<file path="src/sv/fpwc_pkg.sv">
// Shared types and constants for the flow pulse window classifier.
// Used by every module of the block; depends on nothing else.
package fpwc_pkg;

  localparam int unsigned COUNT_W = 24;
  localparam int unsigned RATE_W  = 20;
  localparam int unsigned CLASS_W = 2;
  localparam int unsigned CFG_IDX_W = 2;

  typedef logic [COUNT_W-1:0] count_t;
  typedef logic [RATE_W-1:0]  rate_t;
  typedef logic [CLASS_W-1:0] class_t;
  typedef logic [2:0]         rep_class_t;

  // Register indexes of the configuration port.
  localparam logic [CFG_IDX_W-1:0] REG_WINDOW_SAMPLES = 2'd0;
  localparam logic [CFG_IDX_W-1:0] REG_SLOW_THRESHOLD = 2'd1;
  localparam logic [CFG_IDX_W-1:0] REG_FAST_THRESHOLD = 2'd2;

  // Register reset values.
  localparam count_t WINDOW_SAMPLES_RST = 24'd1500000;
  localparam rate_t  SLOW_THRESHOLD_RST = 20'd5;
  localparam rate_t  FAST_THRESHOLD_RST = 20'd30;

  // Flow classes.
  localparam class_t CLASS_NONE = 2'd0;
  localparam class_t CLASS_SLOW = 2'd1;
  localparam class_t CLASS_FAST = 2'd2;

  // Reported class before anything has been reported.
  localparam rep_class_t NONE_REPORTED = 3'd4;

  // Division by 18: halve, then multiply by ceil(2^27 / 9) and drop 27 bits.
  // The reciprocal exceeds 2^27 / 9 by 1/9, and the halved count stays below
  // 2^23, so the product floors to the exact quotient.
  localparam int unsigned HALF_W     = COUNT_W - 1;
  localparam int unsigned RECIP_W    = 24;
  localparam int unsigned RECIP_SHIFT = 27;
  localparam int unsigned PROD_W     = HALF_W + RECIP_W;
  localparam logic [RECIP_W-1:0] RATE_RECIP = 24'd14913081;

  typedef struct packed {
    rate_t  flow_rate;
    class_t flow_class;
    logic   lamp_on;
    logic   stable;
    logic   report;
  } result_t;

endpackage

</file>
<file path="src/sv/fpwc_window.sv">
// Window stage: edge counting and sample counting over one window.
// Depends on fpwc_pkg. Emits the change count of each finished window.
module fpwc_window (
  input  logic              clk,
  input  logic              rst_n,
  input  logic              in_valid,
  output logic              in_ready,
  input  logic              in_pin_level,
  input  fpwc_pkg::count_t  window_samples,
  output logic              win_valid,
  input  logic              win_ready,
  output fpwc_pkg::count_t  win_changes
);

  logic             last_level_r, last_level_nxt;
  fpwc_pkg::count_t change_count_r, change_count_nxt;
  fpwc_pkg::count_t sample_count_r, sample_count_nxt;
  logic             win_valid_r, win_valid_nxt;
  fpwc_pkg::count_t win_changes_r, win_changes_nxt;

  fpwc_pkg::count_t limit;
  fpwc_pkg::count_t chg_upd;
  fpwc_pkg::count_t smp_upd;
  logic             accept;
  logic             window_end;

  assign in_ready    = !win_valid_r || win_ready;
  assign accept      = in_valid && in_ready;
  assign win_valid   = win_valid_r;
  assign win_changes = win_changes_r;

  always_comb begin
    // A zero window behaves as a one-sample window.
    limit   = (window_samples == '0) ? fpwc_pkg::count_t'(1) : window_samples;
    chg_upd = (in_pin_level != last_level_r) ? change_count_r + 1'b1 : change_count_r;
    smp_upd = sample_count_r + 1'b1;
    // The compare also closes a window that was shrunk below the samples taken.
    window_end = (smp_upd >= limit);

    last_level_nxt   = last_level_r;
    change_count_nxt = change_count_r;
    sample_count_nxt = sample_count_r;
    win_changes_nxt  = win_changes_r;
    win_valid_nxt    = win_valid_r && !win_ready;

    if (accept) begin
      if (window_end) begin
        // Each new window starts from a low level and empty counts.
        last_level_nxt   = 1'b0;
        change_count_nxt = '0;
        sample_count_nxt = '0;
        win_changes_nxt  = chg_upd;
        win_valid_nxt    = 1'b1;
      end else begin
        last_level_nxt   = in_pin_level;
        change_count_nxt = chg_upd;
        sample_count_nxt = smp_upd;
      end
    end
  end

  always_ff @(posedge clk) begin
    if (!rst_n) begin
      last_level_r   <= 1'b0;
      change_count_r <= '0;
      sample_count_r <= '0;
      win_valid_r    <= 1'b0;
    end else begin
      last_level_r   <= last_level_nxt;
      change_count_r <= change_count_nxt;
      sample_count_r <= sample_count_nxt;
      win_valid_r    <= win_valid_nxt;
    end
  end

  always_ff @(posedge clk) begin
    win_changes_r <= win_changes_nxt;
  end

endmodule

</file>
<file path="src/sv/fpwc_rate.sv">
// Rate stage: divides the window change count by 18 with a reciprocal multiply.
// Depends on fpwc_pkg.
module fpwc_rate (
  input  logic              clk,
  input  logic              rst_n,
  input  logic              win_valid,
  output logic              win_ready,
  input  fpwc_pkg::count_t  win_changes,
  output logic              rate_valid,
  input  logic              rate_ready,
  output fpwc_pkg::rate_t   rate
);

  logic                           rate_valid_r, rate_valid_nxt;
  fpwc_pkg::rate_t                rate_r, rate_nxt;
  logic [fpwc_pkg::HALF_W-1:0]    half;
  logic [fpwc_pkg::PROD_W-1:0]    prod;
  logic                           take;

  assign win_ready  = !rate_valid_r || rate_ready;
  assign take       = win_valid && win_ready;
  assign rate_valid = rate_valid_r;
  assign rate       = rate_r;

  always_comb begin
    half = win_changes[fpwc_pkg::COUNT_W-1:1];
    prod = fpwc_pkg::PROD_W'(half) * fpwc_pkg::PROD_W'(fpwc_pkg::RATE_RECIP);
    rate_nxt = take ? prod[fpwc_pkg::RECIP_SHIFT +: fpwc_pkg::RATE_W] : rate_r;
    rate_valid_nxt = take || (rate_valid_r && !rate_ready);
  end

  always_ff @(posedge clk) begin
    if (!rst_n) begin
      rate_valid_r <= 1'b0;
    end else begin
      rate_valid_r <= rate_valid_nxt;
    end
  end

  always_ff @(posedge clk) begin
    rate_r <= rate_nxt;
  end

endmodule

</file>
<file path="src/sv/fpwc_class.sv">
// Class stage: thresholds the rate, keeps the class history and the report
// state, and holds the result register. Depends on fpwc_pkg.
module fpwc_class #(
  parameter int unsigned HISTORY_DEPTH = 3
) (
  input  logic              clk,
  input  logic              rst_n,
  input  logic              rate_valid,
  output logic              rate_ready,
  input  fpwc_pkg::rate_t   rate,
  input  fpwc_pkg::rate_t   slow_threshold,
  input  fpwc_pkg::rate_t   fast_threshold,
  output logic              res_valid,
  input  logic              res_ready,
  output fpwc_pkg::result_t res
);

  fpwc_pkg::class_t     history_r   [HISTORY_DEPTH];
  fpwc_pkg::class_t     history_nxt [HISTORY_DEPTH];
  fpwc_pkg::rep_class_t reported_r, reported_nxt;
  logic                 res_valid_r, res_valid_nxt;
  fpwc_pkg::result_t    res_r, res_nxt;

  fpwc_pkg::class_t     cls;
  logic                 stable;
  logic                 report;
  logic                 take;

  assign rate_ready = !res_valid_r || res_ready;
  assign take       = rate_valid && rate_ready;
  assign res_valid  = res_valid_r;
  assign res        = res_r;

  always_comb begin
    // The fast test has priority, even with the thresholds crossed.
    priority if (rate >= fast_threshold) begin
      cls = fpwc_pkg::CLASS_FAST;
    end else if (rate >= slow_threshold) begin
      cls = fpwc_pkg::CLASS_SLOW;
    end else begin
      cls = fpwc_pkg::CLASS_NONE;
    end

    history_nxt[0] = cls;
    for (int i = 1; i < HISTORY_DEPTH; i++) begin
      history_nxt[i] = history_r[i-1];
    end

    stable = 1'b1;
    for (int i = 1; i < HISTORY_DEPTH; i++) begin
      if (history_nxt[i] != cls) begin
        stable = 1'b0;
      end
    end

    report = stable && ({1'b0, cls} != reported_r);

    reported_nxt   = (take && report) ? {1'b0, cls} : reported_r;
    res_valid_nxt  = take || (res_valid_r && !res_ready);
    res_nxt        = res_r;
    if (take) begin
      res_nxt.flow_rate  = rate;
      res_nxt.flow_class = cls;
      res_nxt.lamp_on    = (cls != fpwc_pkg::CLASS_NONE);
      res_nxt.stable     = stable;
      res_nxt.report     = report;
    end
  end

  always_ff @(posedge clk) begin
    if (!rst_n) begin
      for (int i = 0; i < HISTORY_DEPTH; i++) begin
        history_r[i] <= fpwc_pkg::CLASS_NONE;
      end
      reported_r  <= fpwc_pkg::NONE_REPORTED;
      res_valid_r <= 1'b0;
    end else begin
      if (take) begin
        for (int i = 0; i < HISTORY_DEPTH; i++) begin
          history_r[i] <= history_nxt[i];
        end
      end
      reported_r  <= reported_nxt;
      res_valid_r <= res_valid_nxt;
    end
  end

  always_ff @(posedge clk) begin
    res_r <= res_nxt;
  end

endmodule

</file>
<file path="src/sv/flow_pulse_window_classifier_unit.sv">
// Top level of the flow pulse window classifier: configuration registers and
// the three pipeline stages. Depends on fpwc_pkg, fpwc_window, fpwc_rate and
// fpwc_class.
//
// The block takes one pin sample per request on the input channel and can take
// a new sample in every clock cycle while back pressure does not stall it. It
// counts level changes over a window of window_samples samples, the level
// before the first sample of each window being taken as low, so a high first
// sample counts as one change. A window of zero samples acts as a window of
// one. Only the sample that closes a window produces a result request; all
// other samples produce nothing. That result carries the rate (change count
// divided by 18, rounded down), the class (no flow, slow or fast; the fast
// threshold is tested first), a lamp flag, a stable flag that is set when the
// last HISTORY_DEPTH classes are all equal, and a report flag that is set when
// the class is stable and differs from the class reported last (none at
// reset). The window counters register the closed count at the edge that takes
// the closing sample, the reciprocal multiplier that does the division then
// registers the rate, and the classifier loads its result register, which
// offers the result request. Each stage holds one window result, so back
// pressure on the output only stalls the input once all three stages are
// full. Write the configuration registers only while no result is in flight.

module flow_pulse_window_classifier_unit #(
  parameter int unsigned HISTORY_DEPTH = 3
) (
  input  logic                            clk,
  input  logic                            rst_n,

  // Sample requests.
  input  logic                            in_valid,
  output logic                            in_ready,
  input  logic                            in_pin_level,

  // Result requests.
  output logic                            out_valid,
  input  logic                            out_ready,
  output logic [fpwc_pkg::RATE_W-1:0]     out_flow_rate,
  output logic [fpwc_pkg::CLASS_W-1:0]    out_flow_class,
  output logic                            out_lamp_on,
  output logic                            out_stable,
  output logic                            out_report,

  // Configuration writes.
  input  logic                            cfg_wr_en,
  input  logic [fpwc_pkg::CFG_IDX_W-1:0]  cfg_index,
  input  logic [fpwc_pkg::COUNT_W-1:0]    cfg_wdata
);

  fpwc_pkg::count_t  window_samples_r, window_samples_nxt;
  fpwc_pkg::rate_t   slow_threshold_r, slow_threshold_nxt;
  fpwc_pkg::rate_t   fast_threshold_r, fast_threshold_nxt;

  logic              win_valid;
  logic              win_ready;
  fpwc_pkg::count_t  win_changes;
  logic              rate_valid;
  logic              rate_ready;
  fpwc_pkg::rate_t   rate;
  fpwc_pkg::result_t res;

  // Configuration register file. Writes to an index past the last register
  // are dropped.
  always_comb begin
    window_samples_nxt = window_samples_r;
    slow_threshold_nxt = slow_threshold_r;
    fast_threshold_nxt = fast_threshold_r;
    if (cfg_wr_en) begin
      unique case (cfg_index)
        fpwc_pkg::REG_WINDOW_SAMPLES: begin
          window_samples_nxt = cfg_wdata;
        end
        fpwc_pkg::REG_SLOW_THRESHOLD: begin
          slow_threshold_nxt = cfg_wdata[fpwc_pkg::RATE_W-1:0];
        end
        fpwc_pkg::REG_FAST_THRESHOLD: begin
          fast_threshold_nxt = cfg_wdata[fpwc_pkg::RATE_W-1:0];
        end
        default: begin
        end
      endcase
    end
  end

  always_ff @(posedge clk) begin
    if (!rst_n) begin
      window_samples_r <= fpwc_pkg::WINDOW_SAMPLES_RST;
      slow_threshold_r <= fpwc_pkg::SLOW_THRESHOLD_RST;
      fast_threshold_r <= fpwc_pkg::FAST_THRESHOLD_RST;
    end else begin
      window_samples_r <= window_samples_nxt;
      slow_threshold_r <= slow_threshold_nxt;
      fast_threshold_r <= fast_threshold_nxt;
    end
  end

  // Stage one: change and sample counters; passes on each closed window.
  fpwc_window u_window (
    .clk            (clk),
    .rst_n          (rst_n),
    .in_valid       (in_valid),
    .in_ready       (in_ready),
    .in_pin_level   (in_pin_level),
    .window_samples (window_samples_r),
    .win_valid      (win_valid),
    .win_ready      (win_ready),
    .win_changes    (win_changes)
  );

  // Stage two: divide the change count by 18.
  fpwc_rate u_rate (
    .clk         (clk),
    .rst_n       (rst_n),
    .win_valid   (win_valid),
    .win_ready   (win_ready),
    .win_changes (win_changes),
    .rate_valid  (rate_valid),
    .rate_ready  (rate_ready),
    .rate        (rate)
  );

  // Stage three: classify, update history and report state, register result.
  fpwc_class #(
    .HISTORY_DEPTH (HISTORY_DEPTH)
  ) u_class (
    .clk            (clk),
    .rst_n          (rst_n),
    .rate_valid     (rate_valid),
    .rate_ready     (rate_ready),
    .rate           (rate),
    .slow_threshold (slow_threshold_r),
    .fast_threshold (fast_threshold_r),
    .res_valid      (out_valid),
    .res_ready      (out_ready),
    .res            (res)
  );

  assign out_flow_rate  = res.flow_rate;
  assign out_flow_class = res.flow_class;
  assign out_lamp_on    = res.lamp_on;
  assign out_stable     = res.stable;
  assign out_report     = res.report;

endmodule

</file>
<file path="config.mk">
export PLATFORM = sky130hd
export DESIGN_NAME = flow_pulse_window_classifier_unit
export DESIGN_NICKNAME = d
export VERILOG_FILES = /design/src/sv/fpwc_pkg.sv /design/src/sv/fpwc_window.sv /design/src/sv/fpwc_rate.sv /design/src/sv/fpwc_class.sv /design/src/sv/flow_pulse_window_classifier_unit.sv
export SDC_FILE = /design/constraint.sdc
export NUM_CORES = 1
export LEC_CHECK = 0
export BUFFER_PORTS_ARGS = -buffer_cell sky130_fd_sc_hd__buf_2
export CAP_MARGIN = 15
export CORE_MARGIN = 2
export CORE_UTILIZATION = 45
export DETAILED_ROUTE_END_ITERATION = 8
export GPL_ROUTABILITY_DRIVEN = 1
export SLEW_MARGIN = 30
export SYNTH_ARGS = -nofsm -noshare
export SYNTH_HDL_FRONTEND = slang
export SYNTH_SLANG_ARGS = --single-unit
export TNS_END_PERCENT = 20
</file>
<file path="constraint.sdc">
create_clock -name clk -period 7.6 [get_ports clk]
set_clock_uncertainty 0.2 [all_clocks]
set_input_delay 1.52 -clock clk [delete_from_list [all_inputs] [get_ports clk]]
set_output_delay 1.52 -clock clk [all_outputs]
set_load 0.01 [all_outputs]
</file>
======== Word-level counts from Yosys, hierarchy flattened ========
Memories as Yosys holds them, arrays and structs flattened.
Index checks and enable logic that the tools add are counted.
cells by class
  multiply operators ...................... 1
  multiplexer cells ....................... 18
  add/sub/neg operators ................... 2
  $lt $le $gt $ge ......................... 3
  bitwise gates (word level) .............. 3
  reductions and logical operators ........ 26
  equal/unequal tests ..................... 6
operators with widths
  cell                                                                   count
  24-bit 2-to-1 mux                                                      4
  24-bit by 1-bit adder with 24-bit output, second input constant        2
  23-bit by 24-bit multiplier with 47-bit output, second input constant  1
  20-bit greater-or-equal comparator                                     2
  24-bit greater-or-equal comparator                                     1
  24-bit logical NOT                                                     1
  1-bit 2-to-1 mux                                                       10
  1-bit logical AND                                                      8
  2-bit 2-to-1 mux                                                       4
  2-bit AND reduction                                                    4
  1-bit logical NOT                                                      6
  1-bit logical OR                                                       5
  2-bit != test                                                          2
  2-bit by 3-bit != test with 1-bit output                               1
  1-bit bitwise OR                                                       3
  2-bit by 1-bit == test with 1-bit output, second input constant        1
  2-bit == test, second input constant                                   1
  2-bit logical NOT                                                      1
  2-bit nonzero test                                                     1
  1-bit != test                                                          1
word-level totals
  register bits after elaboration ......... 188
  output and inout port bits .............. 27
  memories kept ........................... 1
  bits in writable memories ............... 6
memory list
  memory             depth  bits a word  rd ports  clocked after memory_dff  wr ports  line              source
  u_class.history_r  3      2            2         0                         3         fpwc_class.sv:18  fpwc_pkg::class_t history_r [HISTORY_DEPTH];

======== Logic depth before layout (Yosys ltp) ========
  word-level depth ........................ 8
  depth in mapped cells ................... 23
  mapped depth without buffers ............ 23

======== Hierarchy ========
A second synthesis with hierarchy kept.
unflattened totals
  cells, all modules ...................... 1752
  area, all modules ....................... 17395.4 µm²
by module, submodules not included
  module                             cells each  area an instance (µm²)  times used  seq. area each (µm²)
  fpwc_rate                          802         8179.1                  1           620.6
  fpwc_window                        487         4463.0                  1           1721.7
  flow_pulse_window_classifier_unit  256         2570.0                  1           1281.2
  fpwc_class                         207         2183.3                  1           950.9

======== Worst setup path before layout ========
Ideal clock, no wire load.
  kind .................................... reg-to-reg
  start point ............................. register u_window.win_changes_r[22], in the netlist u_window.win_changes[22]
  end point ............................... register u_rate.rate_r[17], in the netlist u_rate.rate[17], data pin
  cell stages (with the launch flop) ...... 21
  clock period less this slack ............ 6.302 ns
  arrival ................................. 5.844 ns
  required time ........................... 7.142 ns
  slack ................................... 1.298 ns
  setup time .............................. 0.258 ns
  cell sequence ........................... edfxtp_1 > fa_1 > ha_1 > inv_1 > fa_1 > fa_1 > fa_1 > inv_1 > fa_1 > inv_1 > fa_1 > inv_1 > ha_1 > a211oi_1 > o21ai_0 > a311oi_1 > a2111oi_0 > o21ai_0 > nand2_1 > a31oi_1 > xnor2_1
between the ends
  cells in the longest elaborated chain, start to end .. 1
ends and longest elaborated chain
  element                                         line               source
  start: declaration                              fpwc_window.sv:19  fpwc_pkg::count_t win_changes_r, win_changes_nxt;
  start signal: assignment                        fpwc_window.sv:77  win_changes_r <= win_changes_nxt;
  23-bit by 24-bit multiplier with 47-bit output  fpwc_rate.sv:27    prod = fpwc_pkg::PROD_W'(half) * fpwc_pkg::PROD_W'(fpwc_pkg::RATE_RECIP);
  via u_rate.prod, one bit                        fpwc_rate.sv:17    logic [fpwc_pkg::PROD_W-1:0] prod;
  end signal: assignment                          fpwc_rate.sv:41    rate_r <= rate_nxt;
  end: declaration                                fpwc_rate.sv:15    fpwc_pkg::rate_t rate_r, rate_nxt;
The timed path passes the listed nets, and every way through them passes these cells.
A chain may end at the register's enable or synchronous reset.

======== Final worst setup path ========
  start point ............................. register u_window.win_changes_r[6], in the netlist u_window.win_changes[6]
  end point ............................... register u_rate.rate_r[12], in the netlist u_rate.rate[12], data pin
The elaborated chain is that of the path after synthesis.

==> metrics list <==
- Count of flip-flops with a built-in enable after synthesis: 72
* Leakage Power: 8.536 nW
- Overflow after GRT: 0
- Post-synth ARST share: 0%
- Final-layout setup total negative slack: 0 ns
* Filler cell count in the final layout: 3466
* Final routed wirelength across all metal layers: 39000 um
- The count of endpoints failing hold in the final timing report was 0.
- Cell area after technology mapping: 0.01674 mm^2
- Worst endpoint required time: 7.58 ns
- VDD sags by at most 0.1361 mV.
- Detailed-placement wirelength estimate: 32210 um
* Insertion delay of the later-clocked pin in the worst-skew pair: 0.44 ns
- Die width: 196.9 um
- The path class of the tightest hold or removal check is flip-flop to flip-flop.
- Highest routed metal layer: met4
- Worst EP arrival: 7.03 ns
* Critical Path Slowest Stage Cell: fa_1
- Entering global routing, the biggest net connects 53 pins.
- Number of antenna violations at the first check in global routing: 0
- TritonCTS built the clock tree.
- Starting density of the core: 45.71%
- The die covers 0.03875 mm^2.
- In the final routed layout, each cell accounts on average for 17.05 um.
- Maximum capacitance violations: 0
- Maximum level of the CTS H-tree: 4
- A synthesized cell averages 9.488 um^2.
- Design Power: 2.117 mW
- Synthesis produced 1764 cells.
- Port Buffer Count: 58
- Top_reg_cell synth: dfxtp_1
* Number of endpoints failing setup at the final stage: 0
- Commonest cells after routing, fill and taps aside: inv_1 (328), ha_1 (268), nand2_1 (185), fa_1 (147), dfxtp_1 (119)
* Type of the worst setup path: flip-flop to flip-flop
- DRC violations left: 0
- Height of the die: 196.9 um
- Headroom to the max-slew limit came out at 36.64%.
- For this block, the via count after detailed routing is 11820.
* Result of the run: completed
* Clock tree sinks: 191
- Across every metal layer, demand over resource in global routing totals 21.27%.
- The first detailed-routing pass ran for 5 iterations.
- Share of synthesized area occupied by flip-flops and latches: 27.15%
- Power density relative to cell area: 116.9 mW/mm^2
- Clock tree root buffer cell: clkbuf_16
* Number of buffers on the longest clock path: 2
- GP Congestion: 0.8715
- The most numerous cell type found on the critical path is fa_1.
- The number of global-route vias before repair came to 12270.
- Final Slew Violations: 0
- N_diodes: 0
* Most common cell after layout, fill and taps aside: inv_1
- In this run the count of I/O pins placed on the die edge is 59.
- After detailed routing, the number of vias per cell comes to 5.167.
* Fraction of layout instances using a drive strength above 1: 6.377%
* CP endpoint kind: flip-flop
- Total length of routed met3 wires: 1417 um
* Post-layout minimum cycle time: 7.056 ns
* Number of DRC violations after detailed-routing iteration 0: 709
* Area Overhead vs Synth: 8.171%
- Cell row count: 70
- At the pin with the least slew margin, the transition time is 0.9447 ns.
- The worst path uses 92.84% of the clock period.
- Post-synthesis net count: 2211
- Number of library cell types mapped by synthesis: 59
- Number of buffers inserted by post-CTS setup repair: 0
- Setup repair after global routing left no endpoint under its margin.
- Critical path cell sequence: ha_1 > ha_1 > fa_1 > fa_1 > inv_1 > fa_1 > inv_1 > fa_1 > inv_1 > fa_1 > inv_1 > ha_1 > a211oi_1 > o21ai_0 > a311oi_1 > nand2_1 > a211oi_1 > o21ai_0 > xor2_1
- The number of clock buffers added by TritonCTS is 17.
- For this run, the slowest stage of the critical path takes 0.62 ns.
* Crit Path Max Fanout: 6
- Wire length of the first global-routing pass: 64470 um
- Number of nets in the layout: 2253
* Post-route met1 wirelength: 18750 um
- After clock tree synthesis, the clock-pin slew on the worst setup and hold paths is 0.08 ns.
- In this run, synthesis produced a sequential element count of 191.
* Core Area: 0.03661 mm^2
- Based on the critical path, the design can be clocked at up to 0.1417 GHz.
* Number of nets still failing antenna checks after routing: 0
* Worst hold slack across all endpoints: 0.2594 ns
- The worst setup path is launched from a flip-flop.
* Count of warnings emitted by yosys: 0
- Wire segments on met2 add up to 18330 um in the final route.
[Yosys cell counts (19+ instances only)]
master,number,area (um^2)
xor2_1,50,437.9
a21oi_1,101,505.5
xnor2_1,61,534.3
o21ai_0,32,160.2
ha_1,268,3353
clkbuf_1,36,135.1
a21o_1,33,247.7
inv_1,329,1235
o211ai_1,19,142.6
nand2_1,186,698.2
nor2_1,92,345.3
nand3_1,31,155.2
dfxtp_1,119,2382
fa_1,147,2943
nand4_1,41,256.5
edfxtp_1,72,2162
[critical path: cells and delay by family (launching register included)]
family	cells	cell delay (ns)
flops	1	0.54
buf+inv	4	0.24
xor+xnor	1	0.16
simple gates	1	0.20
compound gates	5	1.61
fa+ha+maj	8	3.84
[through the flow]
stage,utilization (%),worst slack [ns],instance area (um^2),instances
2_1_floorplan,-,1.298,16740,1764
3_3_place_gp,47.87,0.2906,17520,2255
3_5_place_dp,47.87,0.2562,17530,2255
4_1_cts,49.43,0.2127,18100,2287
5_1_grt,49.45,0.05475,18100,2287
6_report,49.45,0.5439,18100,2287
[sequential cells by signal (all words and copies together), names as in the netlist]
signal                   count
fast_threshold_r            20
window_samples_r            24
u_class.history_r            4
u_window.change_count_r     24
u_class.reported_r           3
slow_threshold_r            20
u_rate.rate_valid            1
u_window.sample_count_r     24
u_window.last_level_r        1
u_rate.rate                 20
u_window.win_changes        23
u_class.res_valid            1
u_window.win_valid           1
u_class.res                 25
[cell type report]
cell class              instances  area [um^2]  area share (%)
clock inverters                12        111.4          0.6151
flip-flops and latches        191         4544           25.10
clock buffers                  20        457.9           2.530
inverters                     330         1239           6.842
multi-input cells            1201        10820           59.78
repair buffers                 65        342.8           1.894
well taps                     468        585.6           3.235
[power breakdown]
part	internal, mW	total, mW	switching (mW)
clock network	0.453	0.874	0.421
registers	1.08	1.10	0.0200
logic	0.0562	0.143	0.0869
[final timing paths]
check / startpoint / to / slack, ns / cells after the start
worst max-delay path: u_window.win_changes[6] / u_rate.rate[12] / 0.54 / 19
worst min-delay path: slow_threshold_r[11] / slow_threshold_r[11] / 0.26 / 2
worst max register to register: u_window.win_changes[6] / u_rate.rate[12] / 0.54 / 19
worst min register to register: slow_threshold_r[11] / slow_threshold_r[11] / 0.26 / 2
[cell families after synthesis]
| logic type | share of synthesized area, % |
|---|---|
| AND/OR/NAND/NOR | 11.80 |
| multiplexers | 0.2542 |
| XOR/XNOR | 5.906 |
| buffers and inverters | 8.403 |
| flip-flops | 27.15 |
| AO/OA/AOI/OAI | 8.867 |
| adder cells (fa/ha/maj) | 37.62 |
[per-layer routing]
layer	GRT usage, %	up-vias
met2	36.19	206
met1	29.30	5686
met5	0	-
met4	3.899	0
met3	2.772	27
li1	-	5899
[timing repair]
action,in CTS,in global routing
resized for setup,0,2
hold buffers,0,0
endpoints found under the setup margin,0,5
Note: power is estimated with default switching activity, not from simulation.
